File: src/rtl/core/mllw_pkg.sv
package mllw_pkg;

  localparam int IN_TDATA_W  = 56;
  localparam int IN_TUSER_W  = 2;
  localparam int OUT_TDATA_W = 40;
  localparam int CFG_ADDR_W  = 5;
  localparam int CFG_DATA_W  = 32;

  localparam int CH_W   = 4;
  localparam int TMO_W  = 13;
  localparam int CNT_W  = 16;
  localparam int MASK_W = 16;
  localparam int PH_W   = 10;
  localparam int DB_W   = 15;

  typedef logic [1:0] mode_t;
  typedef logic [1:0] req_t;

  localparam mode_t MODE_TICK  = 2'd0;
  localparam mode_t MODE_FEED  = 2'd1;
  localparam mode_t MODE_FRAME = 2'd2;
  localparam mode_t MODE_LOAD  = 2'd3;

  localparam req_t REQ_NONE  = 2'd0;
  localparam req_t REQ_ERROR = 2'd1;
  localparam req_t REQ_LOST  = 2'd2;

  localparam logic [2:0] REG_IMU_CH      = 3'd0;
  localparam logic [2:0] REG_REMOTE_CH   = 3'd1;
  localparam logic [2:0] REG_MOTOR_FIRST = 3'd2;
  localparam logic [2:0] REG_MOTOR_LAST  = 3'd3;
  localparam logic [2:0] REG_GRACE       = 3'd4;
  localparam logic [2:0] REG_DEADBAND    = 3'd5;

  localparam logic [CH_W-1:0]  RST_IMU_CH      = 4'd0;
  localparam logic [CH_W-1:0]  RST_REMOTE_CH   = 4'd1;
  localparam logic [CH_W-1:0]  RST_MOTOR_FIRST = 4'd7;
  localparam logic [CH_W-1:0]  RST_MOTOR_LAST  = 4'd9;
  localparam logic [CNT_W-1:0] RST_GRACE       = 16'd2000;
  localparam logic [DB_W-1:0]  RST_DEADBAND    = 15'd3;
  localparam logic [TMO_W-1:0] RST_TIMEOUT     = 13'd1;

  localparam logic [CNT_W-1:0] SILENCE_CAP   = 16'hFFFE;
  localparam logic [CNT_W-1:0] COUNT_MAX     = 16'hFFFF;
  localparam logic [PH_W-1:0]  PHASE_LAST    = 10'd999;

endpackage

File: src/rtl/core/multi_link_loss_watchdog_unit.sv
// An accepted transaction is swept through the channel ring in state SWEEP, and its result
// is registered in state FINAL once the output is free; no new input is taken before that.
// The sweep passes the ring through the single counter and compare unit, one channel per cycle.
// The input side is ready again while a result still waits to be taken.
// Reset is synchronous and active low; it loads the counters, tables, configuration and state
// registers with their reset values at once; captured input and output data are not reset.
module multi_link_loss_watchdog_unit #(
  parameter int CHANNELS    = 16,
  parameter int LOSS_FACTOR = 10
) (
  input  logic                               clk,
  input  logic                               rst_n,
  input  logic                               in_tvalid,
  output logic                               in_tready,
  // channel[3:0], timeout_cycles[16:4], key_word[32:17], mouse_x[48:33], zero fill
  input  logic [mllw_pkg::IN_TDATA_W-1:0]    in_tdata,
  // mode[1:0]
  input  logic [mllw_pkg::IN_TUSER_W-1:0]    in_tuser,
  output logic                               out_tvalid,
  input  logic                               out_tready,
  // lost_mask[15:0], request[17:16], armed[18], channel_rate[34:19], zero fill
  output logic [mllw_pkg::OUT_TDATA_W-1:0]   out_tdata,
  input  logic                               cfg_psel,
  input  logic                               cfg_penable,
  input  logic                               cfg_pwrite,
  input  logic [mllw_pkg::CFG_ADDR_W-1:0]    cfg_paddr,
  input  logic [mllw_pkg::CFG_DATA_W-1:0]    cfg_pwdata,
  output logic [mllw_pkg::CFG_DATA_W-1:0]    cfg_prdata,
  output logic                               cfg_pready
);
  import mllw_pkg::*;

  localparam int IDX_W  = (CHANNELS > 1) ? $clog2(CHANNELS) : 1;
  localparam int LF_W   = $clog2(LOSS_FACTOR + 1);
  localparam int PROD_W = TMO_W + LF_W;
  localparam int CMP_W  = (PROD_W > CNT_W) ? PROD_W : CNT_W;
  localparam logic [IDX_W-1:0] IDX_LAST = IDX_W'(CHANNELS - 1);
  localparam logic [LF_W-1:0]  LF_VAL   = LF_W'(LOSS_FACTOR);

  localparam logic [1:0] ST_IDLE  = 2'd0;
  localparam logic [1:0] ST_SWEEP = 2'd1;
  localparam logic [1:0] ST_FINAL = 2'd2;

  logic [1:0] state_r, state_nxt;

  logic [CH_W-1:0]  imu_ch_r, remote_ch_r, motor_first_r, motor_last_r;
  logic [CNT_W-1:0] grace_r;
  logic [DB_W-1:0]  deadband_r;

  logic [CNT_W-1:0] sil_r [CHANNELS];
  logic [TMO_W-1:0] tmo_r [CHANNELS];
  logic [CNT_W-1:0] fc_r  [CHANNELS];
  logic [CNT_W-1:0] fr_r  [CHANNELS];

  logic [MASK_W-1:0] lost_r, lost_acc_r, lost_acc_nxt;
  logic              armed_r;
  logic [PH_W-1:0]   phase_r;
  logic [CNT_W-1:0]  uptime_r;

  mode_t            mode_r;
  logic [CH_W-1:0]  ch_r;
  logic [TMO_W-1:0] tmo_in_r;
  logic             latch_r;
  logic             active_r;
  logic [IDX_W-1:0] idx_r;
  logic [CNT_W-1:0] rate_r, rate_nxt;

  logic              out_valid_r;
  logic [MASK_W-1:0] out_lost_r;
  req_t              out_req_r;
  logic              out_armed_r;
  logic [CNT_W-1:0]  out_rate_r;

  logic              in_acc, cfg_wr;
  mode_t             in_mode;
  logic [CH_W-1:0]   in_ch;
  logic [TMO_W-1:0]  in_tmo;
  logic [CNT_W-1:0]  in_key, in_mouse, mouse_mag;
  logic              in_active;

  logic [CNT_W-1:0]  sil_new, fc_new, fr_new;
  logic [TMO_W-1:0]  tmo_new;
  logic [PROD_W-1:0] limit;
  logic              head_hit, head_lost;

  logic [MASK_W-1:0] fin_lost;
  logic              motor_hit, imu_hit, remote_hit;
  req_t              fin_req;
  logic              fin_load;

  assign in_acc = in_tvalid && in_tready;
  assign cfg_wr = cfg_psel && cfg_penable && cfg_pwrite && cfg_pready;
  assign in_tready = (state_r == ST_IDLE);
  assign cfg_pready = 1'b1;

  assign in_mode  = mode_t'(in_tuser[1:0]);
  assign in_ch    = in_tdata[3:0];
  assign in_tmo   = in_tdata[16:4];
  assign in_key   = in_tdata[32:17];
  assign in_mouse = in_tdata[48:33];
  assign mouse_mag = in_mouse[CNT_W-1] ? (~in_mouse + 16'd1) : in_mouse;
  assign in_active = (in_key != '0) || (mouse_mag > {1'b0, deadband_r});

  always_comb begin
    case (cfg_paddr[4:2])
      REG_IMU_CH:      cfg_prdata = CFG_DATA_W'(imu_ch_r);
      REG_REMOTE_CH:   cfg_prdata = CFG_DATA_W'(remote_ch_r);
      REG_MOTOR_FIRST: cfg_prdata = CFG_DATA_W'(motor_first_r);
      REG_MOTOR_LAST:  cfg_prdata = CFG_DATA_W'(motor_last_r);
      REG_GRACE:       cfg_prdata = CFG_DATA_W'(grace_r);
      REG_DEADBAND:    cfg_prdata = CFG_DATA_W'(deadband_r);
      default:         cfg_prdata = '0;
    endcase
  end

  always_ff @(posedge clk) begin
    if (!rst_n) begin
      imu_ch_r      <= RST_IMU_CH;
      remote_ch_r   <= RST_REMOTE_CH;
      motor_first_r <= RST_MOTOR_FIRST;
      motor_last_r  <= RST_MOTOR_LAST;
      grace_r       <= RST_GRACE;
      deadband_r    <= RST_DEADBAND;
    end else if (cfg_wr) begin
      case (cfg_paddr[4:2])
        REG_IMU_CH:      imu_ch_r      <= cfg_pwdata[CH_W-1:0];
        REG_REMOTE_CH:   remote_ch_r   <= cfg_pwdata[CH_W-1:0];
        REG_MOTOR_FIRST: motor_first_r <= cfg_pwdata[CH_W-1:0];
        REG_MOTOR_LAST:  motor_last_r  <= cfg_pwdata[CH_W-1:0];
        REG_GRACE:       grace_r       <= cfg_pwdata[CNT_W-1:0];
        REG_DEADBAND:    deadband_r    <= cfg_pwdata[DB_W-1:0];
        default: begin
        end
      endcase
    end
  end

  // The channel at the head of the ring passes through the shared update unit.
  assign head_hit = (ch_r == CH_W'(idx_r));
  assign limit    = PROD_W'(tmo_r[0]) * PROD_W'(LF_VAL);

  always_comb begin
    sil_new  = sil_r[0];
    tmo_new  = tmo_r[0];
    fc_new   = fc_r[0];
    fr_new   = fr_r[0];
    head_lost = 1'b0;
    case (mode_r)
      MODE_TICK: begin
        if (latch_r) begin
          fr_new = fc_r[0];
          fc_new = '0;
        end
        if (sil_r[0] < SILENCE_CAP) begin
          sil_new = sil_r[0] + 16'd1;
        end
        head_lost = CMP_W'(sil_new) > CMP_W'(limit);
      end
      MODE_FEED: begin
        if (head_hit) begin
          sil_new = '0;
        end
      end
      MODE_FRAME: begin
        if (head_hit && (fc_r[0] != COUNT_MAX)) begin
          fc_new = fc_r[0] + 16'd1;
        end
      end
      MODE_LOAD: begin
        if (head_hit) begin
          tmo_new = tmo_in_r;
        end
      end
      default: begin
      end
    endcase
    lost_acc_nxt = lost_acc_r | (head_lost ? (MASK_W'(1) << idx_r) : '0);
    rate_nxt = head_hit ? fr_new : rate_r;
  end

  always_ff @(posedge clk) begin
    if (!rst_n) begin
      for (int i = 0; i < CHANNELS; i++) begin
        sil_r[i] <= '0;
        tmo_r[i] <= RST_TIMEOUT;
        fc_r[i]  <= '0;
        fr_r[i]  <= '0;
      end
    end else if (state_r == ST_SWEEP) begin
      for (int i = 0; i < CHANNELS - 1; i++) begin
        sil_r[i] <= sil_r[i+1];
        tmo_r[i] <= tmo_r[i+1];
        fc_r[i]  <= fc_r[i+1];
        fr_r[i]  <= fr_r[i+1];
      end
      sil_r[CHANNELS-1] <= sil_new;
      tmo_r[CHANNELS-1] <= tmo_new;
      fc_r[CHANNELS-1]  <= fc_new;
      fr_r[CHANNELS-1]  <= fr_new;
    end
  end

  always_comb begin
    motor_hit = 1'b0;
    for (int j = 0; j < MASK_W; j++) begin
      if (lost_acc_r[j] && (CH_W'(j) >= motor_first_r) && (CH_W'(j) <= motor_last_r)) begin
        motor_hit = 1'b1;
      end
    end
    imu_hit    = lost_acc_r[imu_ch_r] && (uptime_r > grace_r);
    remote_hit = lost_acc_r[remote_ch_r];
    fin_req    = REQ_NONE;
    fin_lost   = lost_r;
    if (mode_r == MODE_TICK) begin
      fin_lost = lost_acc_r;
      if (remote_hit) begin
        fin_req = REQ_LOST;
      end else if (armed_r && (imu_hit || motor_hit)) begin
        fin_req = REQ_ERROR;
      end
    end
    fin_load = (state_r == ST_FINAL) && (!out_valid_r || out_tready);
  end

  always_comb begin
    state_nxt = state_r;
    case (state_r)
      ST_IDLE: begin
        if (in_acc) begin
          state_nxt = ST_SWEEP;
        end
      end
      ST_SWEEP: begin
        if (idx_r == IDX_LAST) begin
          state_nxt = ST_FINAL;
        end
      end
      ST_FINAL: begin
        if (fin_load) begin
          state_nxt = ST_IDLE;
        end
      end
      default: state_nxt = ST_IDLE;
    endcase
  end

  always_ff @(posedge clk) begin
    if (!rst_n) begin
      state_r     <= ST_IDLE;
      idx_r       <= '0;
      lost_r      <= '0;
      lost_acc_r  <= '0;
      armed_r     <= 1'b1;
      phase_r     <= '0;
      uptime_r    <= '0;
      out_valid_r <= 1'b0;
    end else begin
      state_r <= state_nxt;
      if (in_acc) begin
        idx_r      <= '0;
        lost_acc_r <= '0;
        if (in_mode == MODE_TICK) begin
          phase_r <= (phase_r == PHASE_LAST) ? '0 : phase_r + 10'd1;
          if (uptime_r != COUNT_MAX) begin
            uptime_r <= uptime_r + 16'd1;
          end
        end
      end else if (state_r == ST_SWEEP) begin
        idx_r      <= idx_r + IDX_W'(1);
        lost_acc_r <= lost_acc_nxt;
      end
      if (fin_load) begin
        out_valid_r <= 1'b1;
        if (mode_r == MODE_TICK) begin
          lost_r <= lost_acc_r;
          if (active_r) begin
            armed_r <= 1'b0;
          end
        end
      end else if (out_tready) begin
        out_valid_r <= 1'b0;
      end
    end
  end

  always_ff @(posedge clk) begin
    if (in_acc) begin
      mode_r   <= in_mode;
      ch_r     <= in_ch;
      tmo_in_r <= in_tmo;
      latch_r  <= (in_mode == MODE_TICK) && (phase_r == '0);
      active_r <= in_active;
      rate_r   <= '0;
    end else if (state_r == ST_SWEEP) begin
      rate_r <= rate_nxt;
    end
    if (fin_load) begin
      out_lost_r  <= fin_lost;
      out_req_r   <= fin_req;
      out_armed_r <= armed_r && !((mode_r == MODE_TICK) && active_r);
      out_rate_r  <= rate_r;
    end
  end

  assign out_tvalid = out_valid_r;
  assign out_tdata  = {5'd0, out_rate_r, out_armed_r, out_req_r, out_lost_r};

endmodule
File: config.mk
export PLATFORM = sky130hd
export DESIGN_NAME = multi_link_loss_watchdog_unit
export DESIGN_NICKNAME = d
export VERILOG_FILES = /design/src/rtl/core/mllw_pkg.sv /design/src/rtl/core/multi_link_loss_watchdog_unit.sv
export SDC_FILE = /design/constraint.sdc
export NUM_CORES = 2
export LEC_CHECK = 0
export BUFFER_PORTS_ARGS = -buffer_cell sky130_fd_sc_hd__buf_2
export CORE_MARGIN = 1
export CORE_UTILIZATION = 55
export CTS_CLUSTER_DIAMETER = 150
export DETAILED_ROUTE_END_ITERATION = 10
export GPL_TIMING_DRIVEN = 1
export PLACE_DENSITY = 0.72
export SYNTH_ARGS = -nofsm -noshare
export SYNTH_HDL_FRONTEND = slang
export SYNTH_SLANG_ARGS = --single-unit
File: constraint.sdc
create_clock -name clk -period 38.2 [get_ports clk]
set_input_delay 5.73 -clock clk [delete_from_list [all_inputs] [get_ports clk]]
set_output_delay 5.73 -clock clk [all_outputs]
set_load 0.05 [all_outputs]
=== Yosys cells after proc, flatten, opt, wreduce, memory -nomap -nowiden ===
Memory sizes are Yosys's and may differ from the RTL's.
Cells that the tools add are included.

* Bits in registers: 185
* RAM bits: 976
* Output and inout port bits: 75
* Logic and storage cells: 341
* Memories kept: 4

{| class="wikitable"
|+ Memories
! memory !! words !! bits a word !! rd ports !! clocked after Yosys merged registers in !! wr ports !! line !! source
|-
| fc_r || 16 || 16 || 16 || 0 || 16 || multi_link_loss_watchdog_unit.sv:52 || <nowiki>logic [CNT_W-1:0] fc_r [CHANNELS];</nowiki>
|-
| fr_r || 16 || 16 || 16 || 0 || 16 || multi_link_loss_watchdog_unit.sv:53 || <nowiki>logic [CNT_W-1:0] fr_r [CHANNELS];</nowiki>
|-
| sil_r || 16 || 16 || 16 || 0 || 16 || multi_link_loss_watchdog_unit.sv:50 || <nowiki>logic [CNT_W-1:0] sil_r [CHANNELS];</nowiki>
|-
| tmo_r || 16 || 13 || 16 || 0 || 16 || multi_link_loss_watchdog_unit.sv:51 || <nowiki>logic [TMO_W-1:0] tmo_r [CHANNELS];</nowiki>
|}

* Add/subtract/negate cells: 6
* Multipliers: 1
* $lt $le $gt $ge: 38
* Equality and inequality tests: 18
* Shift-type cells: 1
* Multiplexer cells: 113
* Bitwise operators: 68
* Reduce and logical (&&, ||, !) cells: 67

{| class="wikitable"
|+ Operator list
! kind !! number
|-
| $mux W16 || 58
|-
| $mux W13 || 18
|-
| $pmux W16 S6 || 1
|-
| $add A16 B1 Y16 const B || 4
|-
| $or A1 B1 Y1 || 64
|-
| $pmux W16 S2 || 2
|-
| $logic_and A1 B1 Y1 || 42
|-
| $ge A4 B4 Y1 const A || 8
|-
| $le A4 B4 Y1 const A || 8
|-
| $ne A16 B16 Y1 const B || 2
|-
| $mux W1 || 26
|-
| $gt A16 B17 Y1 || 1
|-
| $ge A3 B4 Y1 const A || 4
|-
| $gt A16 B15 Y1 || 1
|-
| $gt A16 B16 Y1 || 1
|-
| $le A3 B4 Y1 const A || 4
|-
| $lt A16 B16 Y1 const B || 1
|-
| $mul A13 B3 Y16 const B || 1
|-
| $not A16 Y16 || 1
|-
| $or A16 B16 Y16 || 1
|-
| $reduce_and A2 Y1 || 8
|-
| $reduce_bool A16 Y1 || 1
|-
| $shl A1 B4 Y16 const A || 1
|-
| $add A10 B1 Y10 const B || 1
|-
| 29 further kinds || 53
|}

=== Longest topological paths before layout ===
* Depth after elaboration: 23
* Mapped depth: 17

=== Worst setup path after synthesis ===
No wires, ideal clock.

* Path type: in2reg
* From: input rst_n
* To: memory fc_r[0][0] (enable)
* Setup time: 6.792 ns
* Data arrival time: 22.289 ns
* Slack: 9.119 ns
* Cell stages on the path: 4
* Path buffers: 3
* Cells stage by stage: clkbuf_1 clkbuf_1 buf_1 nand2_1

{| class="wikitable"
|+ RTL lines
! what !! line !! source
|-
| from (decl) || multi_link_loss_watchdog_unit.sv:12 || <nowiki>input logic rst_n,</nowiki>
|-
| to (decl) || multi_link_loss_watchdog_unit.sv:52 ||
|}

=== Worst setup path in the final report ===
* From: input cfg_paddr[3] (netlist bit)
* To: output cfg_prdata[1] (netlist bit)

* Word-level cells in the longest chain between the ends: 2
* Elaborated cells on any way between the ends: 7
* Classes of those cells: eq/ne (5); mux (1); reduce/logical (1)

{| class="wikitable"
|+ Ends and longest elaborated chain
! what !! line !! source
|-
| from (decl) || multi_link_loss_watchdog_unit.sv:26 || <nowiki>input logic [mllw_pkg::CFG_ADDR_W-1:0] cfg_paddr,</nowiki>
|-
| $eq A3 B3 Y1, or another cell as far along || multi_link_loss_watchdog_unit.sv:105 || <nowiki>case (cfg_paddr[4:2])</nowiki>
|-
| $pmux W16 S6 * || multi_link_loss_watchdog_unit.sv:105 ||
|-
| to (decl) || multi_link_loss_watchdog_unit.sv:28 || <nowiki>output logic [mllw_pkg::CFG_DATA_W-1:0] cfg_prdata,</nowiki>
|}

Mark *: on every way between the ends. The rest lies on a longest branch, timed or not.

==> flow_summary_export.csv <==
group,metric,value,unit
timing,setup_tns,0,ps
worst_setup_path,cp-end-kind,"output port",
timing,slew_headroom,19.6,%
place,portBuffers,129,
worst_setup_path,crit_type,"in -> out",
grt,grt_util_all_layers,18.3,%
worst_hold_path,worstHoldStart,"rate_r[15]",
floorplanning,coreArea,85500,sq um
synth,syn_area_per_cell,13.9,sq um
synth,yosysTopAreaCellShare,64.9,%
synth,seq_area_frac_synth,70.3,%
cts,postCtsSetupBuffers,0,
cts,clkLatencyLatePin,690,ps
cts,cts-root-buf,"clkbuf_16",
power_and_ir_drop,comb_power_share,5.0,%
detailed_routing,dr.pass1.iters,5,
floorplanning,die_area,88000,sq um
grt,grt_pass1_vias,24700,
cts,cts_buffer_depth,3,
worst_setup_path,reg2reg_to,"fr_r[1][11]",
flow_run,max_cap_viol_count,0,
worst_setup_path,r2r_slack,33590,ps
grt,grt_first_pass_wirelength,132,mm
detailed_routing,num_vias,26300,
power_and_ir_drop,power_density,52.5,nW/um^2
timing,min_period_over_period,33.8,%
synth,synth_cell_types,77,
grt,overflow,0,
synth,ys.flop_type,"edfxtp_1",
cts,cts_num_sinks,1161,
timing,period_minus_slack,12910,ps
place,dp_hpwl,45.6,mm
grt,grt_antenna_before_repair,3,
timing,max_freq,0.0774,GHz
cells_and_area,fillCellCount,6321,
cts,cts_buffers,113,
cts,clkTransAtPathRegs,60,ps
power_and_ir_drop,switchingPower,0.600,mW
detailed_routing,wl_per_cell,17.3,microns
worst_hold_path,min_to,"out_rate_r[15]",
cells_and_area,drive_above_1_share,10.7,%
power_and_ir_drop,cellInternalPower,2.19,mW
floorplanning,std_cell_rows,107,
power_and_ir_drop,power_frac_seq,53.9,%
floorplanning,io_pins,177,
cells_and_area,regArea,33600,sq um
timing,hold_ws,427,ps
synth,synth.area.top_cells,"edfxtp_1, and3_1, dfxtp_1",
synth,yosys-top-cells-count,"edfxtp_1, and3_1, and2_1",
grt,grt_max_degree,296,
worst_setup_path,rr_startpoint,"state_r[0]",
floorplanning,start_util,55.8,%
timing,rsz0062_at_grt,"false",
floorplanning,fp.dieW,297,microns
worst_setup_path,critPathMaxFanout,17,
place,gp_congestion,0.793,
synth,syn_area,47800,sq um
cts,cts_hold_buffers,0,
timing,hold_viol,0,
floorplanning,die_h,297,microns
detailed_routing,first_iter_violations,2519,
cts,cts_tree,"yes",
status,outcome,"completed",
synth,synth-async-reset-ratio,0,%
worst_setup_path,critPathRequiredTime,32470,ps
synth,synth_top_cell_by_area,"edfxtp_1",
timing,skew,52.9,ps
cells_and_area,area_delta_synth_final,11.0,%
worst_setup_path,reg2reg_depth,5,
cts,ctsHtreeMaxLevel,3,
power_and_ir_drop,swShare,21.6,%
detailed_routing,drtAntennaViolNets,0,
worst_setup_path,startpoint_type,"input pin",
synth,yosys_warnings,0,
power_and_ir_drop,p_clk_share,41.1,%
worst_setup_path,arrival,7180,ps
power_and_ir_drop,total_power,2.79,mW
synth,synth.most_common_cell,"edfxtp_1",
cells_and_area,multi_input_area,13000,sq um
detailed_routing,wirelength,81.3,mm
worst_hold_path,hold_path_class,"reg -> reg",
power_and_ir_drop,irDropWorstVdd,0.0466,mV
detailed_routing,via_per_inst,5.58,
timing,worst_pin_slew,1200,ps
timing,setup_viol,0,
cells_and_area,finalNetCount,3648,
synth,synth_edf_count,1032,
cts,cts_resized,0,
synth,ys_ff_latch,1161,
timing,slew_viol_final,0,
power_and_ir_drop,p_leak,21.9,nW
worst_hold_path,whs_path_depth,0,
detailed_routing,drc,0,
synth,syn_inst,3431,
## worst max path at each step
stage                       from            end  slack [ps]  cells past startpoint
floorplan                  rst_n     fc_r[0][0]        9120                      4
global placement    cfg_paddr[3]  cfg_prdata[1]       25310                      6
detailed placement  cfg_paddr[3]  cfg_prdata[1]       25300                      6
finish              cfg_paddr[3]  cfg_prdata[1]       25290                      6
CTS                 cfg_paddr[4]  cfg_prdata[1]       25300                      6
global route        cfg_paddr[3]  cfg_prdata[1]       25180                      6
## power by group through the flow
stage / Combinational (mW) / Clock (mW) / Sequential [mW]
after floorplan: 0.109 / 0 / 1.58
after global placement: 0.139 / 0 / 1.52
after detailed placement: 0.141 / 0 / 1.53
after CTS: 0.143 / 1.17 / 1.50
after global routing: 0.157 / 1.22 / 1.51
final: 0.140 / 1.14 / 1.50
## state kept, by name, summed over array words and instances, names as in the netlist, 208 cells and up
register  cells
fc_r        256
fr_r        256
sil_r       256
tmo_r       208
## cells by family (layout without fill, tap and decap cells)
group                      after synthesis  in the layout  share of synthesized area (%)
other                                    2             23                         0.0157
xor gates and xnor gates                65             65                           1.28
and+or+nand+nor                       1455           1455                           17.7
muxes                                   92             92                           2.17
AOI/OAI and AO/OA                      265            265                           3.76
adders and majority gates               81             81                           2.14
DFF                                   1161           1161                           70.3
buffers and inverters                  310            421                           2.68
## routing by layer
metal  GRT usage (%)  vias up  share of wire (%)
li1                -    12600                  -
met1            28.1    13000                 48
met2            26.8      521                 45
met3            3.09      132                4.7
met4            5.13        0                2.2
met5               0        -                  0
## final cells by class
cell class / instances / area share [%]
repair buffers: 158 / 1.69
inverters: 51 / 0.361
well taps: 1144 / 2.70
multi-input cells: 1980 / 24.6
clock buffers: 135 / 5.58
diodes: 1 / 0.00472
flip-flops and latches: 1161 / 63.3
clock inverters: 77 / 1.76
## per-stage QoR
step           cell area [sq um]  setup slack (ps)  instances  utilization [%]
2_1_floorplan              47800              9120       3451                -
3_3_place_gp               49100             25310       4494             57.4
3_5_place_dp               49100             25300       4494             57.4
4_1_cts                    53000             25300       4706             62.0
5_1_grt                    53000             25180       4707             62.0
6_report                   53000             25290       4707             62.0
## critical path, cell delays in order
cell      delay, ps
buf_2           210
nand2b_1        430
nor2_1          220
a21oi_1          60
o221ai_1        190
buf_2           330
## cells in the final DEF (no fill, tap or decap), types with 39 or more instances in the layout
master,synthesis,final
a21oi_1,47,47
and2_1,326,326
and3_1,613,613
buf_2,10,128
clkbuf_16,0,113
dfxtp_1,129,129
edfxtp_1,1032,1032
ha_1,80,80
inv_1,51,51
mux2i_1,79,79
nand2_1,192,191
nand3_1,39,39
nor2_1,86,84
nor2b_1,72,70
o21ai_0,59,59
xnor2_1,42,42
Note: power is estimated with default switching activity, not from simulation.
